==> src/rtl/wpss_pkg.sv <==
`default_nettype none

package wpss_pkg;

  // script bytes and character folding
  localparam int unsigned BYTE_W    = 8;
  localparam logic [BYTE_W-1:0] CHAR_NUL     = 8'h00;
  localparam logic [BYTE_W-1:0] CHAR_UPPER_A = 8'h41;
  localparam logic [BYTE_W-1:0] CHAR_UPPER_Z = 8'h5a;
  localparam logic [BYTE_W-1:0] CASE_BIT     = 8'h20;

  // window and rule set
  localparam int unsigned WINDOW_BYTES = 64;
  localparam int unsigned TABLE_SIZE   = 18;
  localparam int unsigned RULE_COUNT   = 18;
  localparam int unsigned MAX_PAT_LEN  = 58;
  localparam int unsigned CMP_BYTES    =
    (MAX_PAT_LEN < WINDOW_BYTES) ? MAX_PAT_LEN : WINDOW_BYTES;

  // scoring
  localparam int unsigned SCORE_W     = 10;
  localparam int unsigned GROUP_RULES = 6;
  localparam int unsigned GROUP_COUNT = (RULE_COUNT + GROUP_RULES - 1) / GROUP_RULES;

  // configuration
  localparam int unsigned CFG_IDX_W = 2;
  localparam logic [CFG_IDX_W-1:0] CFG_THREAT   = 2'd0;
  localparam logic [CFG_IDX_W-1:0] CFG_CRITICAL = 2'd1;
  localparam logic [SCORE_W-1:0] THREAT_RESET   = 10'd60;
  localparam logic [SCORE_W-1:0] CRITICAL_RESET = 10'd90;

  // result word
  localparam int unsigned RES_W       = 1 + 2 + SCORE_W + RULE_COUNT;
  localparam int unsigned OUT_TDATA_W = ((RES_W + 7) / 8) * 8;

  typedef logic [WINDOW_BYTES-1:0][BYTE_W-1:0] win_t;
  typedef logic [MAX_PAT_LEN-1:0][BYTE_W-1:0]  pat_t;

  typedef enum logic [1:0] {
    SEV_NONE     = 2'd0,
    SEV_HIGH     = 2'd1,
    SEV_CRITICAL = 2'd2
  } severity_e;

  typedef struct packed {
    logic                  valid;
    logic [RULE_COUNT-1:0] hits;
  } hits_req_t;

  typedef struct packed {
    logic [SCORE_W-1:0] threat;
    logic [SCORE_W-1:0] critical;
  } thresholds_t;

  // signature text, first character in the highest used byte; byte j of a
  // pattern lines up with the window byte that arrived j bytes ago
  localparam pat_t PAT_TEXT [TABLE_SIZE] = '{
    pat_t'("-encodedcommand"),
    pat_t'("-enc "),
    pat_t'("-nop -w hidden"),
    pat_t'("invoke-expression"),
    pat_t'("iex("),
    pat_t'("[system.convert]::frombase64string"),
    pat_t'("certutil -urlcache"),
    pat_t'("certutil -decode"),
    pat_t'("bitsadmin /transfer"),
    pat_t'("vssadmin delete shadows"),
    pat_t'("wmic shadowcopy delete"),
    pat_t'("bcdedit /set {default} recoveryenabled no"),
    pat_t'({"reg add hklm\\software\\mic", "rosoft\\win", "dows\\currentversion\\run"}),
    pat_t'("downloadstring("),
    pat_t'("downloadfile("),
    pat_t'("wscript.shell"),
    pat_t'("createobject(\"shell.application\")"),
    pat_t'("net.webclient")
  };

  localparam int unsigned PAT_LEN [TABLE_SIZE] = '{
    15, 5, 14, 17, 4, 34, 18, 16, 19, 23, 22, 41, 58, 15, 13, 13, 33, 13
  };

  localparam logic [SCORE_W-1:0] PAT_WEIGHT [TABLE_SIZE] = '{
    10'd40, 10'd35, 10'd35, 10'd25, 10'd25, 10'd35, 10'd45, 10'd45, 10'd40,
    10'd50, 10'd50, 10'd45, 10'd30, 10'd25, 10'd25, 10'd20, 10'd20, 10'd20
  };

endpackage

`default_nettype wire

==> src/rtl/wpss_match.sv <==
`default_nettype none

module wpss_match import wpss_pkg::*; (
  input  logic              clk_i,
  input  logic              rst_ni,
  input  logic              in_valid_i,
  output logic              in_ready_o,
  input  logic [BYTE_W-1:0] in_byte_i,
  input  logic              in_last_i,
  output hits_req_t         hits_req_o,
  input  logic              hits_ready_i
);

  logic                  v1_q;
  logic [BYTE_W-1:0]     byte1_q;
  logic                  last1_q;
  win_t                  win_q, win_d, win_shift;
  logic [RULE_COUNT-1:0] hits_q, hits_d, hits_upd, match;
  logic                  stopped_q, stopped_d;
  logic                  fire, halt;
  logic [BYTE_W-1:0]     folded;

  // a final byte waits here until the scorer can take its hit mask
  assign fire       = v1_q && (!last1_q || hits_ready_i);
  assign in_ready_o = !v1_q || fire;

  assign halt   = stopped_q || (byte1_q == CHAR_NUL);
  assign folded = ((byte1_q >= CHAR_UPPER_A) && (byte1_q <= CHAR_UPPER_Z)) ?
                  (byte1_q | CASE_BIT) : byte1_q;
  assign win_shift = {win_q[WINDOW_BYTES-2:0], folded};

  // all signatures against the tail of the shifted window
  always_comb begin
    for (int r = 0; r < RULE_COUNT; r++) begin
      match[r] = (PAT_LEN[r] <= WINDOW_BYTES);
      for (int j = 0; j < CMP_BYTES; j++) begin
        if ((j < PAT_LEN[r]) && (win_shift[j] != PAT_TEXT[r][j])) begin
          match[r] = 1'b0;
        end
      end
    end
  end

  assign hits_upd = halt ? hits_q : (hits_q | match);

  assign hits_req_o.valid = v1_q && last1_q;
  assign hits_req_o.hits  = hits_upd;

  always_comb begin
    if (last1_q) begin
      win_d     = '0;
      hits_d    = '0;
      stopped_d = 1'b0;
    end else begin
      win_d     = halt ? win_q : win_shift;
      hits_d    = hits_upd;
      stopped_d = halt;
    end
  end

  always_ff @(posedge clk_i or negedge rst_ni) begin
    if (!rst_ni) begin
      v1_q      <= 1'b0;
      win_q     <= '0;
      hits_q    <= '0;
      stopped_q <= 1'b0;
    end else begin
      if (in_ready_o) begin
        v1_q <= in_valid_i;
      end
      if (fire) begin
        win_q     <= win_d;
        hits_q    <= hits_d;
        stopped_q <= stopped_d;
      end
    end
  end

  always_ff @(posedge clk_i) begin
    if (in_valid_i && in_ready_o) begin
      byte1_q <= in_byte_i;
      last1_q <= in_last_i;
    end
  end

`ifndef ASSERT_OFF
  a_clear_after_last: assert property (@(posedge clk_i) disable iff (!rst_ni)
    (fire && last1_q) |=> (hits_q == '0 && !stopped_q && win_q == '0))
    else $error("scan state not cleared after final byte");

  a_stopped_holds_window: assert property (@(posedge clk_i) disable iff (!rst_ni)
    (fire && stopped_q && !last1_q) |=> ($stable(win_q) && $stable(hits_q)))
    else $error("window or hits moved after a nul byte");

  a_stall_only_on_last: assert property (@(posedge clk_i) disable iff (!rst_ni)
    !in_ready_o |-> (v1_q && last1_q && !hits_ready_i))
    else $error("input stalled without a pending final byte");
`endif

endmodule

`default_nettype wire

==> src/rtl/wpss_score.sv <==
`default_nettype none

module wpss_score import wpss_pkg::*; (
  input  logic                  clk_i,
  input  logic                  rst_ni,
  input  hits_req_t             hits_req_i,
  output logic                  hits_ready_o,
  input  thresholds_t           thr_i,
  output logic                  res_valid_o,
  input  logic                  res_ready_i,
  output logic                  alarm_o,
  output severity_e             severity_o,
  output logic [SCORE_W-1:0]    score_o,
  output logic [RULE_COUNT-1:0] rule_hits_o
);

  logic                  v2_q, v3_q, v4_q;
  logic [RULE_COUNT-1:0] mask2_q, mask3_q, mask4_q;
  logic [SCORE_W-1:0]    part_d [GROUP_COUNT];
  logic [SCORE_W-1:0]    part_q [GROUP_COUNT];
  logic [SCORE_W-1:0]    total, score4_q;
  logic                  threat, threat4_q;
  severity_e             sev, sev4_q;
  logic                  take2, take3, take4, mv2, mv3;

  assign take4 = !v4_q || res_ready_i;
  assign mv3   = v3_q && take4;
  assign take3 = !v3_q || mv3;
  assign mv2   = v2_q && take3;
  assign take2 = !v2_q || mv2;

  assign hits_ready_o = take2;

  // group sums of weights
  always_comb begin
    for (int g = 0; g < GROUP_COUNT; g++) begin
      part_d[g] = '0;
      for (int k = 0; k < GROUP_RULES; k++) begin
        if ((g * GROUP_RULES + k < RULE_COUNT) && mask2_q[g * GROUP_RULES + k]) begin
          part_d[g] = part_d[g] + PAT_WEIGHT[g * GROUP_RULES + k];
        end
      end
    end
  end

  always_comb begin
    total = '0;
    for (int g = 0; g < GROUP_COUNT; g++) begin
      total = total + part_q[g];
    end
  end

  assign threat = (total >= thr_i.threat);

  always_comb begin
    priority if (!threat) begin
      sev = SEV_NONE;
    end else if (total >= thr_i.critical) begin
      sev = SEV_CRITICAL;
    end else begin
      sev = SEV_HIGH;
    end
  end

  always_ff @(posedge clk_i or negedge rst_ni) begin
    if (!rst_ni) begin
      v2_q <= 1'b0;
      v3_q <= 1'b0;
      v4_q <= 1'b0;
    end else begin
      if (take2) begin
        v2_q <= hits_req_i.valid;
      end
      if (take3) begin
        v3_q <= v2_q;
      end
      if (take4) begin
        v4_q <= v3_q;
      end
    end
  end

  always_ff @(posedge clk_i) begin
    if (hits_req_i.valid && take2) begin
      mask2_q <= hits_req_i.hits;
    end
    if (mv2) begin
      mask3_q <= mask2_q;
      part_q  <= part_d;
    end
    if (mv3) begin
      mask4_q   <= mask3_q;
      score4_q  <= total;
      threat4_q <= threat;
      sev4_q    <= sev;
    end
  end

  assign res_valid_o = v4_q;
  assign alarm_o     = threat4_q;
  assign severity_o  = sev4_q;
  assign score_o     = score4_q;
  assign rule_hits_o = mask4_q;

`ifndef ASSERT_OFF
  a_no_threat_no_severity: assert property (@(posedge clk_i) disable iff (!rst_ni)
    (v4_q && !threat4_q) |-> (sev4_q == SEV_NONE))
    else $error("severity set on a clean script");

  a_threat_meets_threshold: assert property (@(posedge clk_i) disable iff (!rst_ni)
    (v4_q && threat4_q) |-> (score4_q >= thr_i.threat))
    else $error("threat flagged below threshold");

  a_result_from_sum_stage: assert property (@(posedge clk_i) disable iff (!rst_ni)
    $rose(v4_q) |-> $past(v3_q))
    else $error("result appeared without a summed mask");
`endif

endmodule

`default_nettype wire

==> src/rtl/weighted_pattern_script_scan_core.sv <==
`default_nettype none

// Script signature scanner. Script text streams in one byte per request on the
// slave side, tlast marking the final byte of a script. Each byte is folded to
// lower case and shifted into a 64-byte history window; all 18 signatures are
// compared against the window tail in the same cycle and set sticky hit bits. A
// nul byte freezes matching until the script ends. The final byte yields one
// result request on the master side: the weight sum of the hit rules, the hit
// mask and a threat flag with severity (high at or above threat_threshold,
// critical at or above both thresholds); the window and hits then clear.
// Bytes are taken one per clock, across script boundaries too, unless a final
// byte is held; the rate is set by the combinational window compare. After its
// final byte is registered, a result passes the hit mask, group sum and result
// registers. Input stalls only when a final byte meets a full result path. The
// cfg channel writes thresholds (index 0 threat, 1 critical, others ignored);
// the user must write only while the block is idle, which it does not enforce.
module weighted_pattern_script_scan_core import wpss_pkg::*; (
  input  logic                   clk_i,
  input  logic                   rst_ni,
  // script byte stream
  input  logic                   s_axis_tvalid,
  output logic                   s_axis_tready,
  input  logic [BYTE_W-1:0]      s_axis_tdata,   // [7:0] script_byte
  input  logic                   s_axis_tlast,   // end_of_script
  // scan result stream
  output logic                   m_axis_tvalid,
  input  logic                   m_axis_tready,
  output logic [OUT_TDATA_W-1:0] m_axis_tdata,   // alarm, severity[1:0],
                                                 // score[9:0], rule_hits[17:0]
  // threshold writes
  input  logic                   cfg_valid_i,
  output logic                   cfg_ready_o,
  input  logic [CFG_IDX_W-1:0]   cfg_index_i,
  input  logic [SCORE_W-1:0]     cfg_data_i
);

  hits_req_t             hits_req;
  logic                  hits_ready;
  thresholds_t           thr_q;
  logic                  alarm;
  severity_e             severity;
  logic [SCORE_W-1:0]    score;
  logic [RULE_COUNT-1:0] rule_hits;

  // threshold registers, always ready
  assign cfg_ready_o = 1'b1;

  always_ff @(posedge clk_i or negedge rst_ni) begin
    if (!rst_ni) begin
      thr_q.threat   <= THREAT_RESET;
      thr_q.critical <= CRITICAL_RESET;
    end else if (cfg_valid_i) begin
      unique case (cfg_index_i)
        CFG_THREAT:   thr_q.threat   <= cfg_data_i;
        CFG_CRITICAL: thr_q.critical <= cfg_data_i;
        default: ;  // unknown index, write dropped
      endcase
    end
  end

  // window, compare and sticky hits
  wpss_match u_match (
    .clk_i        (clk_i),
    .rst_ni       (rst_ni),
    .in_valid_i   (s_axis_tvalid),
    .in_ready_o   (s_axis_tready),
    .in_byte_i    (s_axis_tdata),
    .in_last_i    (s_axis_tlast),
    .hits_req_o   (hits_req),
    .hits_ready_i (hits_ready)
  );

  // weight sum, threshold compare, result register
  wpss_score u_score (
    .clk_i        (clk_i),
    .rst_ni       (rst_ni),
    .hits_req_i   (hits_req),
    .hits_ready_o (hits_ready),
    .thr_i        (thr_q),
    .res_valid_o  (m_axis_tvalid),
    .res_ready_i  (m_axis_tready),
    .alarm_o      (alarm),
    .severity_o   (severity),
    .score_o      (score),
    .rule_hits_o  (rule_hits)
  );

  // pack result, lowest field first, zero fill to whole bytes
  assign m_axis_tdata = {{(OUT_TDATA_W - RES_W){1'b0}}, rule_hits, score, severity, alarm};

endmodule

`default_nettype wire

==> config.mk <==
export PLATFORM = sky130hd
export DESIGN_NAME = weighted_pattern_script_scan_core
export DESIGN_NICKNAME = d
export VERILOG_FILES = /design/src/rtl/wpss_pkg.sv /design/src/rtl/wpss_match.sv /design/src/rtl/wpss_score.sv /design/src/rtl/weighted_pattern_script_scan_core.sv
export SDC_FILE = /design/constraint.sdc
export NUM_CORES = 1
export LEC_CHECK = 0
export BUFFER_PORTS_ARGS = -buffer_cell sky130_fd_sc_hd__buf_2
export CORE_ASPECT_RATIO = 1.5
export CORE_MARGIN = 2
export CORE_UTILIZATION = 60
export DETAILED_ROUTE_END_ITERATION = 16
export GPL_TIMING_DRIVEN = 0
export PLACE_DENSITY = 0.88
export SLEW_MARGIN = 20
export SYNTH_ARGS = -nofsm -noshare
export SYNTH_HDL_FRONTEND = slang
export SYNTH_SLANG_ARGS = --single-unit
==> constraint.sdc <==
create_clock -name clk_i -period 4.4 [get_ports clk_i]
set_input_delay 0.22 -clock clk_i [delete_from_list [all_inputs] [get_ports clk_i]]
set_output_delay 0.22 -clock clk_i [all_outputs]
set_load 0.005 [all_outputs]
==> impl_metrics.xml <==
<?xml version="1.0" encoding="UTF-8"?>
<metrics>
  <group name="status">
    <metric name="status" unit="">completed</metric>
  </group>
  <group name="detailed_routing">
    <metric name="drtIter0Drc" unit="">2834</metric>
    <metric name="average_vias_per_placed_instance" unit="">7.468</metric>
    <metric name="ant_nets" unit="">0</metric>
    <metric name="drt-total-wl" unit="mm">110.4</metric>
    <metric name="total_drc_errors_in_the_routed_layout" unit="">0</metric>
    <metric name="firstDrtPassIters" unit="">8</metric>
    <metric name="mean_routed_wirelength_per_cell" unit="um">36.19</metric>
    <metric name="routed-via-count" unit="">22777</metric>
  </group>
  <group name="clock_network">
    <metric name="clock-sinks" unit="">605</metric>
    <metric name="cts-buffers-inserted" unit="">53</metric>
    <metric name="clock_tree.root_cell" unit="">clkbuf_16</metric>
    <metric name="tritoncts_clock_tree" unit="">built</metric>
    <metric name="cts_buffer_depth" unit="">3</metric>
    <metric name="htree_num_levels" unit="">2</metric>
    <metric name="clk_pin_slew_worst_paths" unit="ns">0.07</metric>
    <metric name="clk-insertion-delay-late" unit="ns">0.62</metric>
  </group>
  <group name="floorplan">
    <metric name="floorplan.die.width" unit="um">179.3</metric>
    <metric name="core.rowCount" unit="">96</metric>
    <metric name="floorplan.die_area" unit="mm2">0.04789</metric>
    <metric name="fp.coreArea" unit="mm2">0.04564</metric>
    <metric name="design.portCount" unit="">61</metric>
    <metric name="floorplan.initialDensity" unit="%">60.62</metric>
    <metric name="die_height" unit="um">267.0</metric>
  </group>
  <group name="worst_setup_path">
    <metric name="setup.worst_path.start_class" unit="">flip-flop</metric>
    <metric name="critical_path_top_delay_cell" unit="">edfxtp_1</metric>
    <metric name="worst_ep_required_time" unit="ns">4.73</metric>
    <metric name="worstSetupStartpoint" unit="">u_score.part_q[11]$_DFFE_PP_</metric>
    <metric name="cp_bufs_invs" unit="">1</metric>
    <metric name="critical_path_arrival" unit="ns">4.71</metric>
    <metric name="delay_of_the_slowest_cell_on_the_worst_path" unit="ns">0.68</metric>
    <metric name="crit_path_end_kind" unit="">flip-flop</metric>
    <metric name="worst-path-max-fanout" unit="">3</metric>
    <metric name="worstReg2RegStart" unit="">u_score.part_q[11]$_DFFE_PP_</metric>
    <metric name="cell_chain_critical_path" unit="">fa_1 &gt; ha_1 &gt; fa_1 &gt; a21oi_1 &gt; nor2_1 &gt; nor2_1 &gt; o21bai_1 &gt; a21oi_2 &gt; o21ai_0 &gt; xnor2_2 &gt; buf_4 &gt; ha_1 &gt; a21oi_1 &gt; o21ai_1 &gt; nor2b_1</metric>
    <metric name="critical-path-top-delay-family" unit="">adder cells</metric>
    <metric name="setup.worst_path.class" unit="">flip-flop to flip-flop</metric>
  </group>
  <group name="synth">
    <metric name="syn-instance-count" unit="">2259</metric>
    <metric name="synth.yosys.seq_area_share" unit="%">56.67</metric>
    <metric name="postSynth.asyncResetShare" unit="%">82.48</metric>
    <metric name="synth_top_cells_by_count" unit="">dfrtp_1, a22o_1, nand2_1, edfxtp_1, clkbuf_1</metric>
    <metric name="synth_area_per_cell" unit="um2">12.25</metric>
    <metric name="synthDominantAreaCellType" unit="">dfrtp_1</metric>
    <metric name="number_of_unique_standard_cell_types_used_by_synthesis" unit="">95</metric>
    <metric name="synth_top_cells_by_area" unit="">dfrtp_1, a22o_1, edfxtp_1, ha_1, nor4_1</metric>
    <metric name="yosys_warnings" unit="">0</metric>
    <metric name="mappedNetlistArea" unit="mm2">0.02767</metric>
    <metric name="synth_flop_cell" unit="">dfrtp_1</metric>
    <metric name="synth_edf_count" unit="">106</metric>
    <metric name="synth.ff_latch_count" unit="">605</metric>
    <metric name="synth_most_common_cell" unit="">dfrtp_1</metric>
    <metric name="yosys.area.top_type_share" unit="%">44.40</metric>
  </group>
  <group name="global_routing">
    <metric name="gr-usage-all-layers" unit="%">47.38</metric>
    <metric name="antenna_violations_before_repair" unit="">5</metric>
    <metric name="grt_start_max_net_pins" unit="">113</metric>
    <metric name="globalRoute.totalOverflow" unit="">0</metric>
    <metric name="grt_first_pass_wirelength" unit="mm">160.2</metric>
    <metric name="grt_pass1_vias" unit="">23047</metric>
  </group>
  <group name="power">
    <metric name="power_density" unit="mW/mm2">399.5</metric>
    <metric name="power.combinational.fraction" unit="%">10.2</metric>
    <metric name="p_clk_share" unit="%">41.8</metric>
    <metric name="design_power_total" unit="mW">12.50</metric>
    <metric name="internal_power" unit="mW">9.347</metric>
    <metric name="swShare" unit="%">25.24</metric>
    <metric name="power.net_switching" unit="mW">3.155</metric>
    <metric name="leakagePower" unit="nW">13.29</metric>
    <metric name="vdd_drop_max" unit="mV">0.5155</metric>
    <metric name="share_seq_of_total_power" unit="%">47.9</metric>
  </group>
  <group name="finish">
    <metric name="layout-drive-gt1-share" unit="%">10.01</metric>
    <metric name="fin_cells" unit="">3050</metric>
    <metric name="fin_nets" unit="">2500</metric>
    <metric name="layout-area-overhead-vs-synth" unit="%">13.10</metric>
  </group>
  <group name="placement">
    <metric name="io_buffer_count" unit="">58</metric>
    <metric name="dp.cells" unit="">2916</metric>
    <metric name="finalWeightedCongestion" unit="">1.052</metric>
    <metric name="post-dp-hpwl" unit="mm">79.95</metric>
  </group>
  <group name="timing">
    <metric name="setup_viol" unit="">0</metric>
    <metric name="hold_viol_final" unit="">0</metric>
    <metric name="max_clock_freq" unit="GHz">0.2288</metric>
    <metric name="timing.slew.headroom" unit="%">15.34</metric>
    <metric name="timing.final.crit_period" unit="ns">4.371</metric>
    <metric name="worst_pin_slew" unit="ns">1.258</metric>
    <metric name="slew_viol_final" unit="">0</metric>
    <metric name="finalCritPeriodShare" unit="%">99.34</metric>
    <metric name="finalClockSkew" unit="ns">0.03316</metric>
  </group>
  <group name="min_path">
    <metric name="min_path_type" unit="">input port to async pin</metric>
  </group>
  <group name="flow_run">
    <metric name="drv_cap" unit="">0</metric>
  </group>
</metrics>
## final timing paths
kind                                                       end  cells after the start  slack [ns]
hold reg to reg              u_score.rule_hits_o[17]$_DFFE_PP_                      0        0.41
min in group clk_i                       thr_q[14]$_DFFE_PN1P_                      4        0.02
setup / recovery           u_score.severity_o[0]$_SDFFCE_PN0P_                     15        0.03
hold / removal                           thr_q[16]$_DFFE_PN0P_                      2        0.02
max in group asynchronous       u_match.win_q[449]$_DFFE_PN0P_                      5        2.60
setup reg to reg           u_score.severity_o[0]$_SDFFCE_PN0P_                     15        0.03
## layout by cell type, fill, tap and decap left out, drive strengths merged, types with 41 or more instances in the layout
cell type | Yosys | routed
ha | 50 | 50
buf | 27 | 97
nand2 | 109 | 109
clkbuf | 106 | 175
nand4 | 69 | 69
a22o | 464 | 464
nor2 | 64 | 64
inv | 53 | 54
dfrtp | 491 | 491
edfxtp | 106 | 106
nand3 | 51 | 51
nor4 | 75 | 75
nor3 | 41 | 41
nor2b | 41 | 41
## registers in the layout, summed over array words and instances (netlist names)
name,count
thr_q,20
u_match.byte1_q,8
u_match.hits_q,18
u_match.last1_q,1
u_match.stopped_q,1
u_match.v1_q,1
u_match.win_q,456
u_score.alarm_o,1
u_score.mask2_q,18
u_score.mask3_q,18
u_score.part_q,30
u_score.res_valid_o,1
u_score.rule_hits_o,18
u_score.score_o,10
u_score.severity_o,2
u_score.v2_q,1
u_score.v3_q,1
## timing repair
item,in CTS,in global routing
hold buffers,25,0
endpoints found under the setup margin,0,5
gates resized for setup,0,11
setup buffers,0,4
endpoints found under the hold margin,124,0
## power groups by stage
stage	Clock (mW)	Combinational, mW	Sequential (mW)
after floorplan	0	0.662	6.05
after global placement	0	1.06	6.08
after CTS	5.22	1.19	5.98
after global routing	5.43	1.37	6.00
after detailed placement	0	1.15	6.08
final	5.23	1.28	5.99
## worst reg2reg max path: cells and delay by family (launching register included)
family / cells / cell delay [ns]
compound gates: 6 / 1.14
xor+xnor: 1 / 0.17
buf+inv: 1 / 0.18
flops: 1 / 0.68
simple gates: 3 / 0.41
fa+ha+maj: 4 / 1.54
## layout make-up
type / count / area [um2]
clock buffers: 68 / 1493
repair buffers: 96 / 777.0
multi-input cells: 1472 / 11410
fillers: 3058 / 14350
flip-flops and latches: 605 / 15680
plain buffers: 133 / 515.5
diodes: 4 / 10.01
clock inverters: 31 / 473.0
inverters: 53 / 198.9
well taps: 588 / 735.7
## kinds of logic (layout without fill, tap and decap cells)
logic type | Yosys count | in the layout | synth area share (%)
buf+inv | 186 | 381 | 2.577
mux | 24 | 24 | 0.9360
flops | 605 | 605 | 56.67
fa+ha+maj | 61 | 61 | 3.021
xor+xnor | 54 | 54 | 1.759
other cells | 2 | 10 | 0.02714
compound gates | 601 | 601 | 18.19
simple gates | 726 | 726 | 16.83
## per-stage QoR
step	setup WS (ns)	hold slack (ns)	TNS (ns)	cell area, um2	util, %
CTS	0.1010	0.009001	0	31150	68.26
global route	-0.08959	0.03419	-0.1551	31280	68.54
detailed placement	0.1167	0.03551	0	28940	63.40
global placement	-6.249	0.3969	-3034.22	28710	62.90
floorplan	1.031	-0.07559	0	27690	-
finish	0.02902	0.01647	0	31290	68.56
## routing by layer
metal / vias up / share of wire [%] / track usage [%]
met5: - / 0.021 / 0
met1: 11392 / 31 / 49.75
met2: 1595 / 47 / 75.80
met3: 615 / 8.5 / 12.55
met4: 4 / 13 / 45.23
li1: 9171 / - / -
Note: power is estimated with default switching activity, not from simulation.
